## config.mk

```make
export PLATFORM = sky130hd
export DESIGN_NAME = multi_channel_blink_pattern_generator_unit_flat
export DESIGN_NICKNAME = d
export VERILOG_FILES = /design/src/hw/rtl/mcbpg_pkg.sv /design/src/hw/rtl/mcbpg_cmd_if.sv /design/src/hw/rtl/mcbpg_res_if.sv /design/src/hw/rtl/multi_channel_blink_pattern_generator_unit.sv /design/src/flat_wrapper.sv
export SDC_FILE = /design/constraint.sdc
export NUM_CORES = 1
export LEC_CHECK = 0
export CAP_MARGIN = 15
export CORE_MARGIN = 1.5
export CORE_UTILIZATION = 60
export CTS_BUF_LIST = sky130_fd_sc_hd__clkbuf_4
export DETAILED_ROUTE_END_ITERATION = 16
export DONT_BUFFER_PORTS = 1
export GPL_ROUTABILITY_DRIVEN = 0
export MAX_ROUTING_LAYER = met4
export PLACE_DENSITY = 0.76
export SYNTH_ARGS = -nofsm -noshare
export SYNTH_HDL_FRONTEND = slang
export SYNTH_SLANG_ARGS = --single-unit
```

## constraint.sdc

```tcl
create_clock -name clk -period 8.8 [get_ports clk]
set_clock_uncertainty 0.05 [all_clocks]
set_input_delay 0.88 -clock clk [delete_from_list [all_inputs] [get_ports clk]]
set_output_delay 0.88 -clock clk [all_outputs]
set_load 0.01 [all_outputs]
```

## src/hw/rtl/mcbpg_pkg.sv

```systemverilog
`default_nettype none
// ----------------------------------------------------------------------------
// mcbpg_pkg
// Shared types and codes for the multi-channel blink pattern generator.
// ----------------------------------------------------------------------------
package mcbpg_pkg;

    localparam int CNT_W = 16;
    localparam int CH_W  = 2;

    typedef logic [CNT_W-1:0] count_t;
    typedef logic [CH_W-1:0]  chan_t;

    typedef enum logic {
        CMD_TICK = 1'b0,
        CMD_LOAD = 1'b1
    } cmd_t;

endpackage : mcbpg_pkg
`default_nettype wire

```

## src/hw/rtl/mcbpg_cmd_if.sv

```systemverilog
`default_nettype none
// ----------------------------------------------------------------------------
// mcbpg_cmd_if
// Command channel: tick or load for one channel, valid/ready handshake.
// ----------------------------------------------------------------------------
interface mcbpg_cmd_if;
    import mcbpg_pkg::*;

    logic   valid;
    logic   ready;
    cmd_t   command;
    chan_t  channel;
    count_t off_ticks;
    count_t on_ticks;
    count_t repeat_count;

    modport source (
        output valid, command, channel, off_ticks, on_ticks, repeat_count,
        input  ready
    );

    modport sink (
        input  valid, command, channel, off_ticks, on_ticks, repeat_count,
        output ready
    );
endinterface : mcbpg_cmd_if
`default_nettype wire

```

## src/hw/rtl/mcbpg_res_if.sv

```systemverilog
`default_nettype none
// ----------------------------------------------------------------------------
// mcbpg_res_if
// Result channel: drive level and status for each command, valid/ready.
// ----------------------------------------------------------------------------
interface mcbpg_res_if;
    logic valid;
    logic ready;
    logic drive_valid;
    logic drive_level;
    logic finished;
    logic busy_res;

    modport source (
        output valid, drive_valid, drive_level, finished, busy_res,
        input  ready
    );

    modport sink (
        input  valid, drive_valid, drive_level, finished, busy_res,
        output ready
    );
endinterface : mcbpg_res_if
`default_nettype wire

```

## src/hw/rtl/multi_channel_blink_pattern_generator_unit.sv

```systemverilog
`default_nettype none
// ----------------------------------------------------------------------------
// multi_channel_blink_pattern_generator_unit
// Per-channel off/on blink sequencer driven by tick and load commands.
// ----------------------------------------------------------------------------
// Usage:
//   cmd carries one command per beat: a load starts a channel with its off
//   time, on time and repeat count (zero counts as one); a tick advances
//   one channel through its off phase, on phase and repeat count.
//   res returns exactly one beat per command: drive_valid/drive_level for
//   a tick on an enabled channel, finished when that tick ended the last
//   period, and busy_res when any of channels 0 to 2 is still running.
//   Commands to channels at or above CHANNELS are ignored.
// Timing:
//   a command lands in the input register on acceptance and its result is
//   registered into the result register once that register is empty or its
//   beat is taken, and the result beat is offered from there. One command
//   per cycle is sustained while res takes every beat: each command reads
//   and rewrites one channel's counters as it leaves the input register.
// Reset:
//   all channels idle, levels off, counters zero, both stages empty.
// Stall:
//   while res is held off, the result register keeps its beat and one more
//   command waits in the input register; cmd.ready then drops.
// ----------------------------------------------------------------------------
module multi_channel_blink_pattern_generator_unit #(
    parameter int CHANNELS = 4
) (
    input  wire          clk,
    input  wire          rst_n,
    mcbpg_cmd_if.sink    cmd,
    mcbpg_res_if.source  res
);
    import mcbpg_pkg::*;

    localparam int BUSY_N = (CHANNELS < 3) ? CHANNELS : 3;

    // per-channel state
    count_t off_rem_reg [CHANNELS];
    count_t on_rem_reg  [CHANNELS];
    count_t off_rl_reg  [CHANNELS];
    count_t on_rl_reg   [CHANNELS];
    count_t per_reg     [CHANNELS];
    logic [CHANNELS-1:0] en_reg;
    logic [CHANNELS-1:0] lvl_reg;

    // input register
    logic   s1_valid_reg;
    cmd_t   s1_cmd_reg;
    chan_t  s1_ch_reg;
    count_t s1_off_reg;
    count_t s1_on_reg;
    count_t s1_rep_reg;

    // result register
    logic out_valid_reg;
    logic drv_valid_reg;
    logic drv_level_reg;
    logic fin_reg;
    logic busy_reg;

    logic advance;
    logic process;
    logic take_in;
    logic [CHANNELS-1:0] hit;

    count_t sel_off_rem, sel_on_rem, sel_off_rl, sel_on_rl, sel_per;
    logic   sel_en, sel_lvl;

    count_t off_rem_next, on_rem_next, off_rl_next, on_rl_next, per_next;
    logic   en_next, lvl_next;
    logic   drv_valid_next, fin_next, busy_next;
    logic [CHANNELS-1:0] en_after;
    count_t per_dec;

    assign advance = !out_valid_reg || res.ready;
    assign process = s1_valid_reg && advance;
    assign cmd.ready = !s1_valid_reg || advance;
    assign take_in = cmd.valid && cmd.ready;

    always_comb
    begin
        for (int k = 0; k < CHANNELS; k++)
        begin
            hit[k] = (int'(s1_ch_reg) == k);
        end
    end

    // read the addressed channel
    always_comb
    begin
        sel_off_rem = '0;
        sel_on_rem  = '0;
        sel_off_rl  = '0;
        sel_on_rl   = '0;
        sel_per     = '0;
        sel_en      = 1'b0;
        sel_lvl     = 1'b0;
        for (int k = 0; k < CHANNELS; k++)
        begin
            if (hit[k])
            begin
                sel_off_rem = off_rem_reg[k];
                sel_on_rem  = on_rem_reg[k];
                sel_off_rl  = off_rl_reg[k];
                sel_on_rl   = on_rl_reg[k];
                sel_per     = per_reg[k];
                sel_en      = en_reg[k];
                sel_lvl     = lvl_reg[k];
            end
        end
    end

    assign per_dec = sel_per - count_t'(1);

    always_comb
    begin
        off_rem_next   = sel_off_rem;
        on_rem_next    = sel_on_rem;
        off_rl_next    = sel_off_rl;
        on_rl_next     = sel_on_rl;
        per_next       = sel_per;
        en_next        = sel_en;
        lvl_next       = sel_lvl;
        drv_valid_next = 1'b0;
        fin_next       = 1'b0;
        if (s1_cmd_reg == CMD_LOAD)
        begin
            en_next      = 1'b1;
            lvl_next     = 1'b0;
            off_rl_next  = s1_off_reg;
            on_rl_next   = s1_on_reg;
            off_rem_next = s1_off_reg;
            on_rem_next  = s1_on_reg;
            per_next     = (s1_rep_reg == '0) ? count_t'(1) : s1_rep_reg;
        end
        else if (sel_en)
        begin
            drv_valid_next = 1'b1;
            if (sel_off_rem == '0)
            begin
                lvl_next = 1'b1;
                if (sel_on_rem == '0)
                begin
                    // end of a period
                    lvl_next = 1'b0;
                    per_next = per_dec;
                    if (per_dec == '0)
                    begin
                        en_next  = 1'b0;
                        fin_next = 1'b1;
                    end
                    else
                    begin
                        if (sel_off_rl != '0)
                        begin
                            off_rem_next = sel_off_rl - count_t'(1);
                        end
                        else
                        begin
                            lvl_next = 1'b1;
                        end
                        on_rem_next = sel_on_rl;
                    end
                end
                else
                begin
                    on_rem_next = sel_on_rem - count_t'(1);
                end
            end
            else
            begin
                off_rem_next = sel_off_rem - count_t'(1);
            end
        end
    end

    always_comb
    begin
        busy_next = 1'b0;
        for (int k = 0; k < CHANNELS; k++)
        begin
            en_after[k] = hit[k] ? en_next : en_reg[k];
        end
        for (int k = 0; k < BUSY_N; k++)
        begin
            busy_next = busy_next | en_after[k];
        end
    end

    always_ff @(posedge clk or negedge rst_n)
    begin
        if (!rst_n)
        begin
            en_reg  <= '0;
            lvl_reg <= '0;
            for (int k = 0; k < CHANNELS; k++)
            begin
                off_rem_reg[k] <= '0;
                on_rem_reg[k]  <= '0;
                off_rl_reg[k]  <= '0;
                on_rl_reg[k]   <= '0;
                per_reg[k]     <= '0;
            end
        end
        else if (process)
        begin
            for (int k = 0; k < CHANNELS; k++)
            begin
                if (hit[k])
                begin
                    off_rem_reg[k] <= off_rem_next;
                    on_rem_reg[k]  <= on_rem_next;
                    off_rl_reg[k]  <= off_rl_next;
                    on_rl_reg[k]   <= on_rl_next;
                    per_reg[k]     <= per_next;
                    en_reg[k]      <= en_next;
                    lvl_reg[k]     <= lvl_next;
                end
            end
        end
    end

    always_ff @(posedge clk or negedge rst_n)
    begin
        if (!rst_n)
        begin
            s1_valid_reg  <= 1'b0;
            out_valid_reg <= 1'b0;
        end
        else
        begin
            if (cmd.ready)
            begin
                s1_valid_reg <= cmd.valid;
            end
            if (advance)
            begin
                out_valid_reg <= s1_valid_reg;
            end
        end
    end

    always_ff @(posedge clk)
    begin
        if (take_in)
        begin
            s1_cmd_reg <= cmd.command;
            s1_ch_reg  <= cmd.channel;
            s1_off_reg <= cmd.off_ticks;
            s1_on_reg  <= cmd.on_ticks;
            s1_rep_reg <= cmd.repeat_count;
        end
        if (process)
        begin
            // channels that do not exist leave the state untouched and report no drive and no finish
            drv_valid_reg <= (int'(s1_ch_reg) < CHANNELS) && drv_valid_next;
            drv_level_reg <= (int'(s1_ch_reg) < CHANNELS) && drv_valid_next && lvl_next;
            fin_reg       <= (int'(s1_ch_reg) < CHANNELS) && fin_next;
            busy_reg      <= busy_next;
        end
    end

    assign res.valid       = out_valid_reg;
    assign res.drive_valid = drv_valid_reg;
    assign res.drive_level = drv_level_reg;
    assign res.finished    = fin_reg;
    assign res.busy_res    = busy_reg;

    // assertions
    a_ready_when_empty: assert property (@(posedge clk) disable iff (!rst_n)
        !out_valid_reg |-> cmd.ready)
        else $error("command channel stalled with empty result register");

    a_level_needs_valid: assert property (@(posedge clk) disable iff (!rst_n)
        res.valid && res.drive_level |-> res.drive_valid)
        else $error("drive level set without drive valid");

    a_finish_is_off: assert property (@(posedge clk) disable iff (!rst_n)
        res.valid && res.finished |-> res.drive_valid && !res.drive_level)
        else $error("finished beat with level on or no drive valid");

    a_load_sets_busy: assert property (@(posedge clk) disable iff (!rst_n)
        process && (s1_cmd_reg == CMD_LOAD) && (int'(s1_ch_reg) < BUSY_N)
        |=> res.valid && res.busy_res)
        else $error("load of a busy-tracked channel did not report busy");

endmodule : multi_channel_blink_pattern_generator_unit
`default_nettype wire

```

## src/flat_wrapper.sv

```systemverilog
// flat-port wrapper written by rule: the top's interface ports become plain ports
module multi_channel_blink_pattern_generator_unit_flat import mcbpg_pkg::*;
#(
    parameter int CHANNELS = 4
)
  (clk, rst_n, cmd_valid, cmd_command, cmd_channel, cmd_off_ticks, cmd_on_ticks, cmd_repeat_count, cmd_ready, res_valid, res_drive_valid, res_drive_level, res_finished, res_busy_res, res_ready);
  mcbpg_cmd_if cmd_i ();
  mcbpg_res_if res_i ();
  input  wire clk;
  input  wire rst_n;
  input wire logic [$bits(cmd_i.valid)-1:0] cmd_valid;
  input wire logic [$bits(cmd_i.command)-1:0] cmd_command;
  input wire logic [$bits(cmd_i.channel)-1:0] cmd_channel;
  input wire logic [$bits(cmd_i.off_ticks)-1:0] cmd_off_ticks;
  input wire logic [$bits(cmd_i.on_ticks)-1:0] cmd_on_ticks;
  input wire logic [$bits(cmd_i.repeat_count)-1:0] cmd_repeat_count;
  output wire logic [$bits(cmd_i.ready)-1:0] cmd_ready;
  output wire logic [$bits(res_i.valid)-1:0] res_valid;
  output wire logic [$bits(res_i.drive_valid)-1:0] res_drive_valid;
  output wire logic [$bits(res_i.drive_level)-1:0] res_drive_level;
  output wire logic [$bits(res_i.finished)-1:0] res_finished;
  output wire logic [$bits(res_i.busy_res)-1:0] res_busy_res;
  input wire logic [$bits(res_i.ready)-1:0] res_ready;
  assign cmd_i.valid = cmd_valid;
  assign cmd_i.command = cmd_command;
  assign cmd_i.channel = cmd_channel;
  assign cmd_i.off_ticks = cmd_off_ticks;
  assign cmd_i.on_ticks = cmd_on_ticks;
  assign cmd_i.repeat_count = cmd_repeat_count;
  assign cmd_ready = cmd_i.ready;
  assign res_valid = res_i.valid;
  assign res_drive_valid = res_i.drive_valid;
  assign res_drive_level = res_i.drive_level;
  assign res_finished = res_i.finished;
  assign res_busy_res = res_i.busy_res;
  assign res_i.ready = res_ready;
  multi_channel_blink_pattern_generator_unit #(.CHANNELS(CHANNELS)) u_core (.clk(clk), .rst_n(rst_n), .cmd(cmd_i), .res(res_i));
endmodule
```

=== Word-level counts from Yosys, hierarchy flattened ===
Cells that the tools add are included.

* Logic and storage cells: 129
* Register bits after elaboration: 385
* Output and inout port bits: 6

* Reductions and logical operators: 18
* Mux-type cells: 62
* Bitwise logic cells: 5
* Equality and inequality tests: 3
* Add/subtract/negate cells: 4

{| class="wikitable"
|+ Operators by type and width
! operator !! number
|-
| 2-to-1 mux 16 bit || 37
|-
| zero test 16 bit || 4
|-
| subtractor 16 x 1 -> 16 bit, second input constant || 4
|-
| 2-to-1 mux 1 bit || 25
|-
| nonzero test 16 bit || 1
|-
| AND reduction 2 bit || 4
|-
| == test 2 bit, second input constant || 2
|-
| OR reduction 4 bit || 1
|-
| logical AND 1 bit || 3
|-
| NOT 1 bit || 3
|-
| == test 2 x 1 -> 1 bit, second input constant || 1
|-
| zero test 1 bit || 2
|-
| zero test 2 bit || 1
|-
| logical OR 1 bit || 2
|-
| OR 1 bit || 2
|}

=== Depth between registers and ports, before layout ===
* Depth in word-level cells: 15
* Mapped depth: 17
* Depth with buffers taken out: 10

=== Worst setup path before layout ===
Ideal clock, no wire load.

* Path type: flip-flop to flip-flop
* Start: reg u_core.s1_ch_reg[0]
* End: reg u_core.on_rem_reg[12] in the netlist's numbering
* Stages on the path, launching flop included: 16
* Slack: 4689 ps
* Data arrival time: 3936 ps
* Clock period less this slack: 4111 ps
* Path buffers: 5
* Library setup time: 125 ps
* Path through: edfxtp_1 -> buf_6 -> buf_8 -> buf_12 -> buf_6 -> buf_4 -> mux4_2 -> inv_1 -> ha_1 -> nand4b_1 -> a2111o_1 -> nand3b_4 -> or4_1 -> a31o_1 -> a211o_1 -> mux2_2

* Longest elaborated chain between the ends: 12
* Elaborated cells on any way between the ends: 34
* Those cells by class: add/sub (2); eq/ne (3); mux (24); reduce/logical (5)

{| class="wikitable"
|+ RTL lines
! element !! line !! RTL
|-
| start, declared || multi_channel_blink_pattern_generator_unit.sv:50 || <nowiki>chan_t s1_ch_reg;</nowiki>
|-
| start signal, assigned || multi_channel_blink_pattern_generator_unit.sv:249 || <nowiki>s1_ch_reg <= cmd.channel;</nowiki>
|-
| zero test 2 bit || multi_channel_blink_pattern_generator_unit.sv:85 || <nowiki>hit[k] = (int'(s1_ch_reg) == k);</nowiki>
|-
| 2-to-1 mux 16 bit (4 in a row) || multi_channel_blink_pattern_generator_unit.sv:101 || <nowiki>if (hit[k])</nowiki>
|-
| subtractor 16 x 1 -> 16 bit || multi_channel_blink_pattern_generator_unit.sv:114 || <nowiki>assign per_dec = sel_per - count_t'(1);</nowiki>
|-
| zero test 16 bit || multi_channel_blink_pattern_generator_unit.sv:148 || <nowiki>if (per_dec == '0)</nowiki>
|-
| 2-to-1 mux 16 bit || multi_channel_blink_pattern_generator_unit.sv:148 ||
|-
| 2-to-1 mux 16 bit || multi_channel_blink_pattern_generator_unit.sv:143 || <nowiki>if (sel_on_rem == '0)</nowiki>
|-
| 2-to-1 mux 16 bit || multi_channel_blink_pattern_generator_unit.sv:140 || <nowiki>if (sel_off_rem == '0)</nowiki>
|-
| 2-to-1 mux 16 bit || multi_channel_blink_pattern_generator_unit.sv:137 || <nowiki>else if (sel_en)</nowiki>
|-
| 2-to-1 mux 16 bit || multi_channel_blink_pattern_generator_unit.sv:127 || <nowiki>if (s1_cmd_reg == CMD_LOAD)</nowiki>
|-
| end signal, assigned by index || multi_channel_blink_pattern_generator_unit.sv:213 || <nowiki>on_rem_reg[k] <= on_rem_next;</nowiki>
|-
| end, declared || multi_channel_blink_pattern_generator_unit.sv:40 || <nowiki>count_t on_rem_reg [CHANNELS];</nowiki>
|}

Several ways; a longest one is shown, not always the timed one.
A chain may end at the register's enable or synchronous reset.

=== Worst setup path in the final report ===
* Start: reg u_core.s1_ch_reg[0]
* End: reg u_core.drv_level_reg, in the netlist u_core.res.drive_level (data pin)

* Longest elaborated chain between the ends: 13
* Elaborated cells on any way between the ends: 42
* Those cells by class: add/sub (1); eq/ne (3); mux (32); reduce/logical (6)

{| class="wikitable"
|+ RTL lines
! element !! line !! RTL
|-
| zero test 2 bit || multi_channel_blink_pattern_generator_unit.sv:85 ||
|-
| 2-to-1 mux 16 bit (4 in a row) || multi_channel_blink_pattern_generator_unit.sv:101 ||
|-
| subtractor 16 x 1 -> 16 bit / nonzero test 16 bit (equally long branches) || multi_channel_blink_pattern_generator_unit.sv:114, multi_channel_blink_pattern_generator_unit.sv:155 ||
|-
| zero test 16 bit / 2-to-1 mux 1 bit (equally long branches) || multi_channel_blink_pattern_generator_unit.sv:148, multi_channel_blink_pattern_generator_unit.sv:155 ||
|-
| 2-to-1 mux 1 bit || multi_channel_blink_pattern_generator_unit.sv:148 ||
|-
| 2-to-1 mux 1 bit || multi_channel_blink_pattern_generator_unit.sv:143 ||
|-
| 2-to-1 mux 1 bit || multi_channel_blink_pattern_generator_unit.sv:140 ||
|-
| 2-to-1 mux 1 bit || multi_channel_blink_pattern_generator_unit.sv:137 ||
|-
| 2-to-1 mux 1 bit || multi_channel_blink_pattern_generator_unit.sv:127 ||
|-
| logical AND 1 bit * || multi_channel_blink_pattern_generator_unit.sv:258 || <nowiki>drv_level_reg <= (int'(s1_ch_reg) < CHANNELS) && drv_valid_next && lvl_next;</nowiki>
|-
| end signal, assigned || multi_channel_blink_pattern_generator_unit.sv:258 ||
|-
| end, declared || multi_channel_blink_pattern_generator_unit.sv:58 || <nowiki>logic drv_level_reg;</nowiki>
|}

Mark *: on every way between the ends. The rest lies on a longest branch, timed or not.

==> results <==
- Of the total power, combinational logic draws 28.0%.
- The met1 wire length is 20500 um.
- The number of antenna violations at the first check in global routing is 1.
- Wire segments on met3 add up to 4630 um in the final route.
- The HPWL after detailed placement is 31900 um.
- The share of final-layout standard cells stronger than drive strength 1 is 16.2%.
- The logic depth of the worst register-to-register path is 12.
- The setup TNS is 0 ns.
- The endpoint of the worst register-to-register path is u_core.res.drive_level$_DFFE_PP_.
- The height of the die is 183 um.
- The layout has 2541 filler cells.
- Before CTS, the worst setup slack after placement is 3.55 ns.
- The die is 183 um wide.
- With fillers left out, the area of the finished cells amounts to 20900 sq um.
- After floorplanning, the core was sized to cover 31800 sq um.
- The final routed wirelength across all metal layers is 51300 um.
- The startpoint of the worst-slack reg-to-reg timing path is u_core.s1_ch_reg[0]$_DFFE_PP_.
- The sequential cells in the finished layout cover a total of 9910 sq um.
- The clock latency on the worst-skew pair is 0.81 ns.
- The net switching power is 1.94 mW.
- For this block, the initial DRC count from the detailed router was 1575.
- The global-route wire length before repair is 83200 um.
- Setup repair after global routing left no endpoint under its margin.
- The part of the cycle the worst path needs is 61.0%.
- At the pin with the least slew margin, the transition time is 1.20 ns.
- The internal power is 3.67 mW.
- The critical setup path kind is register to register.
- The final layout contains 1921 nets.
- The total power draw is 5.61 mW.
- The total number of yosys warnings is 0.
- Summing the areas of all and, or, nand and nor instances in the mapped netlist gives 14.5% of the synthesized area.
- The path class of the tightest hold or removal check is input port to async pin.
- The count of flip-flops with a built-in enable after synthesis is 55.
- The power density over cell area is 268 nW/um^2.
- The number of different library cells in the post-synthesis netlist is 92.
- Counting flops with an async set or reset pin after synthesis yields a share of 85.7%.
- The number of global-route vias before repair was 15.7k.
- The global routing usage summed across all routing layers is 32.8%.
- The CTS H-tree depth is 3.
- The floorplan step defined a die boundary enclosing 33600 sq um.
- For this configuration, the core starts out at a cell density of 61.3%.
- The count of input and output buffers is 0.
- The switching power share of the total is 34.5%.
- In this run the tightest slew margin relative to its limit is 19.8%.
- The highest fanout seen on the critical path is 100.
- Of all cell types, the one taking the most synthesized area is dfrtp_1.
- The critical path starts at u_core.s1_ch_reg[0]$_DFFE_PP_.
- The number of top-level pins is 61.
- The layout-stage area growth over the synthesis result is 7.42%.
- The checks that failed: negative hold slack.
- Wire segments on met2 add up to 24500 um in the final route.
- The number of max-slew violations in the final report was 0.
- After synthesis, the share of cell area in mux cells is 12.3%.
- Entering global routing, the biggest net connects 331 pins.
- The clock tree from TritonCTS is yes.
- The cell count after synthesis is 1866.
- For this run, design rule violations remaining after detail routing come to 0.
- Setup violations remaining at the end of the flow were counted as 0.
- The clock input transition at the sequential cells of the worst setup and hold paths is 0.07 ns.
- The buffer depth of the longest clock path is 3.
- Clock tree synthesis inserted a total of 99 buffers.
- Summed over all cells, the static leakage comes to 8.60 nW.
- For this block, the via count after detailed routing is 15.5k.
- CTS placed an instance of clkbuf_4 at the clock tree root.
- The worst-case setup margin in the final layout is 3.43 ns.
- The synthesized netlist devotes 1.93% of its cell area to XOR and XNOR gates.
- Summing all placed instances gives a cell area of 19600 sq um.
- The achievable clock frequency is 186 MHz.
- The clock sink total is 385.
- The fraction of post-synthesis cell area in the top cell type by area is 42.3%.
- The post-synth net total is 1927.
- The average wire per cell in the routed design is 21.6 um.
- The total iterations of the first detailed-routing run is 6.
- Sorting the synthesized cells by area gives the leading types as dfrtp_1 (42%), edfxtp_1 (8.5%), mux4_2 (8.2%), nand2_1 (6.0%), o21ai_0 (6.0%).
- The hold violation count in the final report is 4.
- The required arrival time at the worst endpoint is 9.28 ns.
- The predominant post-synthesis flop cell is dfrtp_1.
- The share of the Yosys chip area taken by registers is 50.8%.
- Using the TritonRoute via totals, the vias-per-cell ratio works out to 6.54.
- The clock network power share is 26.7%.
- The smallest hold slack is -0.00518 ns.
- The highest metal layer with signal wires is met4.
- The number of max-capacitance violations reported is 0.
- By area, the combinational part of the netlist is dominated by compound AO/OA/AOI/OAI gates.
- Registers are responsible for 45.3% of the overall power.
- The total of flip-flops plus latches after synthesis is 385.
- The run finished, with violations left.
- The total grt overflow is 0.
- The synthesized area per cell is 10.5 sq um.
- The type of element launching the critical path is a register.
- The synthesized-area fraction occupied by ao, oa, aoi and oai cells is 16.7%.
- The worst path in the final design needs a cycle of 5.37 ns, including I/O delays and setup.
- Summing every instance area after synthesis gives 19500 sq um.
- STA classifies the critical path endpoint as a register.
- The floorplan row count is 65.
- The post-synthesis adder-cell area fraction is 0.385%.
- The number of setup buffers added after CTS is 0.
- Across the VDD grid, the largest voltage drop is 176 uV.
- The count of antenna-violating nets left after detailed routing is 0.
- Across all register-to-register paths, the minimum setup slack is 3.43 ns.
- In the final layout, the multi-input gates occupy 8970 sq um.
- The arrival time at the worst endpoint is 5.85 ns.
## how the worst max path moves through the flow
| stage | end | cells after the start |
|---|---|---|
| 6_report | u_core.res.drive_level$_DFFE_PP_ | 12 |
| 5_1_grt | u_core.res.drive_level$_DFFE_PP_ | 12 |
| 4_1_cts | u_core.res.drive_level$_DFFE_PP_ | 12 |
| 2_1_floorplan | u_core.on_rem_reg[12]$_DFFE_PN0P_ | 15 |
| 3_3_place_gp | u_core.res.drive_level$_DFFE_PP_ | 12 |
| 3_5_place_dp | u_core.res.drive_level$_DFFE_PP_ | 12 |
## synthesized netlist by cell type (5+ instances only)
cell / n
nand4_1: 19
ha_1: 6
o21ai_0: 234
or4_1: 6
mux2_2: 26
nand3_1: 40
nor4_1: 11
xor2_1: 15
clkbuf_1: 89
buf_4: 5
xnor2_1: 28
inv_1: 17
a41oi_1: 14
a21boi_0: 22
a31oi_1: 60
buf_2: 16
dfrtp_1: 330
nor3_1: 22
or3_1: 9
mux4_1: 8
o211a_1: 5
buf_6: 7
and3_1: 9
o211ai_1: 5
o2bb2ai_1: 5
o22ai_1: 36
mux4_2: 71
a21oi_1: 58
a211oi_1: 11
nand2_1: 313
mux2i_1: 27
buf_1: 10
edfxtp_1: 55
o31ai_1: 10
o21ai_1: 21
or2_2: 6
nor2b_1: 6
o31a_1: 6
nor2_1: 127
and2_1: 12
## power by group through the flow
stage | sequential, mW | combinational (mW) | clock [mW]
2_1_floorplan | 2.48 | 1.19 | 0
3_5_place_dp | 2.56 | 1.51 | 0
3_3_place_gp | 2.54 | 1.46 | 0
5_1_grt | 2.59 | 1.74 | 1.63
6_report | 2.54 | 1.57 | 1.50
4_1_cts | 2.53 | 1.55 | 1.52
## stage by stage
step                      util [%]  hold WS [ns]  std cells
final                         65.9      -0.00518       2377
after CTS                     65.8        0.0679       2375
after detailed placement      61.8         0.413       2192
after global placement        61.8         0.403       2192
after global routing          65.9        0.0665       2377
after floorplan                  -         0.391       1866
## what timing repair did
item	CTS	global route
hold endpoints to repair	330	0
hold buffers	1	0
gates resized for setup	0	0
## critical path, cell delays in order, from the launching register on
cell and delay, ns:
edfxtp_1 0.37, buf_12 0.62, mux4_2 0.67, inv_1 0.09, ha_1 0.25, or4b_1 0.51, a21oi_2 0.36, and4_1 0.33
o211ai_1 0.10, buf_4 0.20, o31ai_2 0.98, a2bb2oi_1 0.44, nor2_1 0.07
## area by class of cell
cell class                      count  share of cell area (%)
Inverter                           17                   0.305
Clock inverter                     41                   0.872
Timing Repair Buffer               22                    1.04
Sequential cell                   385                    47.3
Tap cell                          435                    2.60
Multi-Input combinational cell   1335                    42.8
Antenna cell                        1                  0.0119
Clock buffer                      141                    5.05
## metal layers
| metal | GRT usage, % | vias to the layer above |
|---|---|---|
| li1 | - | 6939 |
| met3 | 6.85 | 138 |
| met5 | - | - |
| met2 | 50.5 | 838 |
| met1 | 42.2 | 7629 |
| met4 | 14.8 | 0 |
## cells by family (layout without fill, tap and decap cells)
family	after synthesis	count (layout)
multiplexers	134	134
AO/OA/AOI/OAI	535	535
AND/OR/NAND/NOR	617	617
adder cells (fa/ha/maj)	6	6
XOR/XNOR	43	43
flip-flops	385	385
other	0	1
buffers and inverters	146	221
## cells in the final DEF (no fill, tap or decap), types with 11 or more instances in the layout
master	n
dfrtp_1	330
nand2_1	312
o21ai_0	234
clkbuf_4	141
nor2_1	126
mux4_2	71
a31oi_1	60
a21oi_1	58
edfxtp_1	55
nand3_1	39
o22ai_1	36
xnor2_1	28
mux2i_1	27
clkinv_1	27
mux2_2	26
a21boi_0	22
nor3_1	21
o21ai_1	21
nand4_1	19
buf_4	19
inv_1	16
xor2_1	15
a41oi_1	14
nor4_1	11
a211oi_1	11
Power figures use the tool's default switching activity.
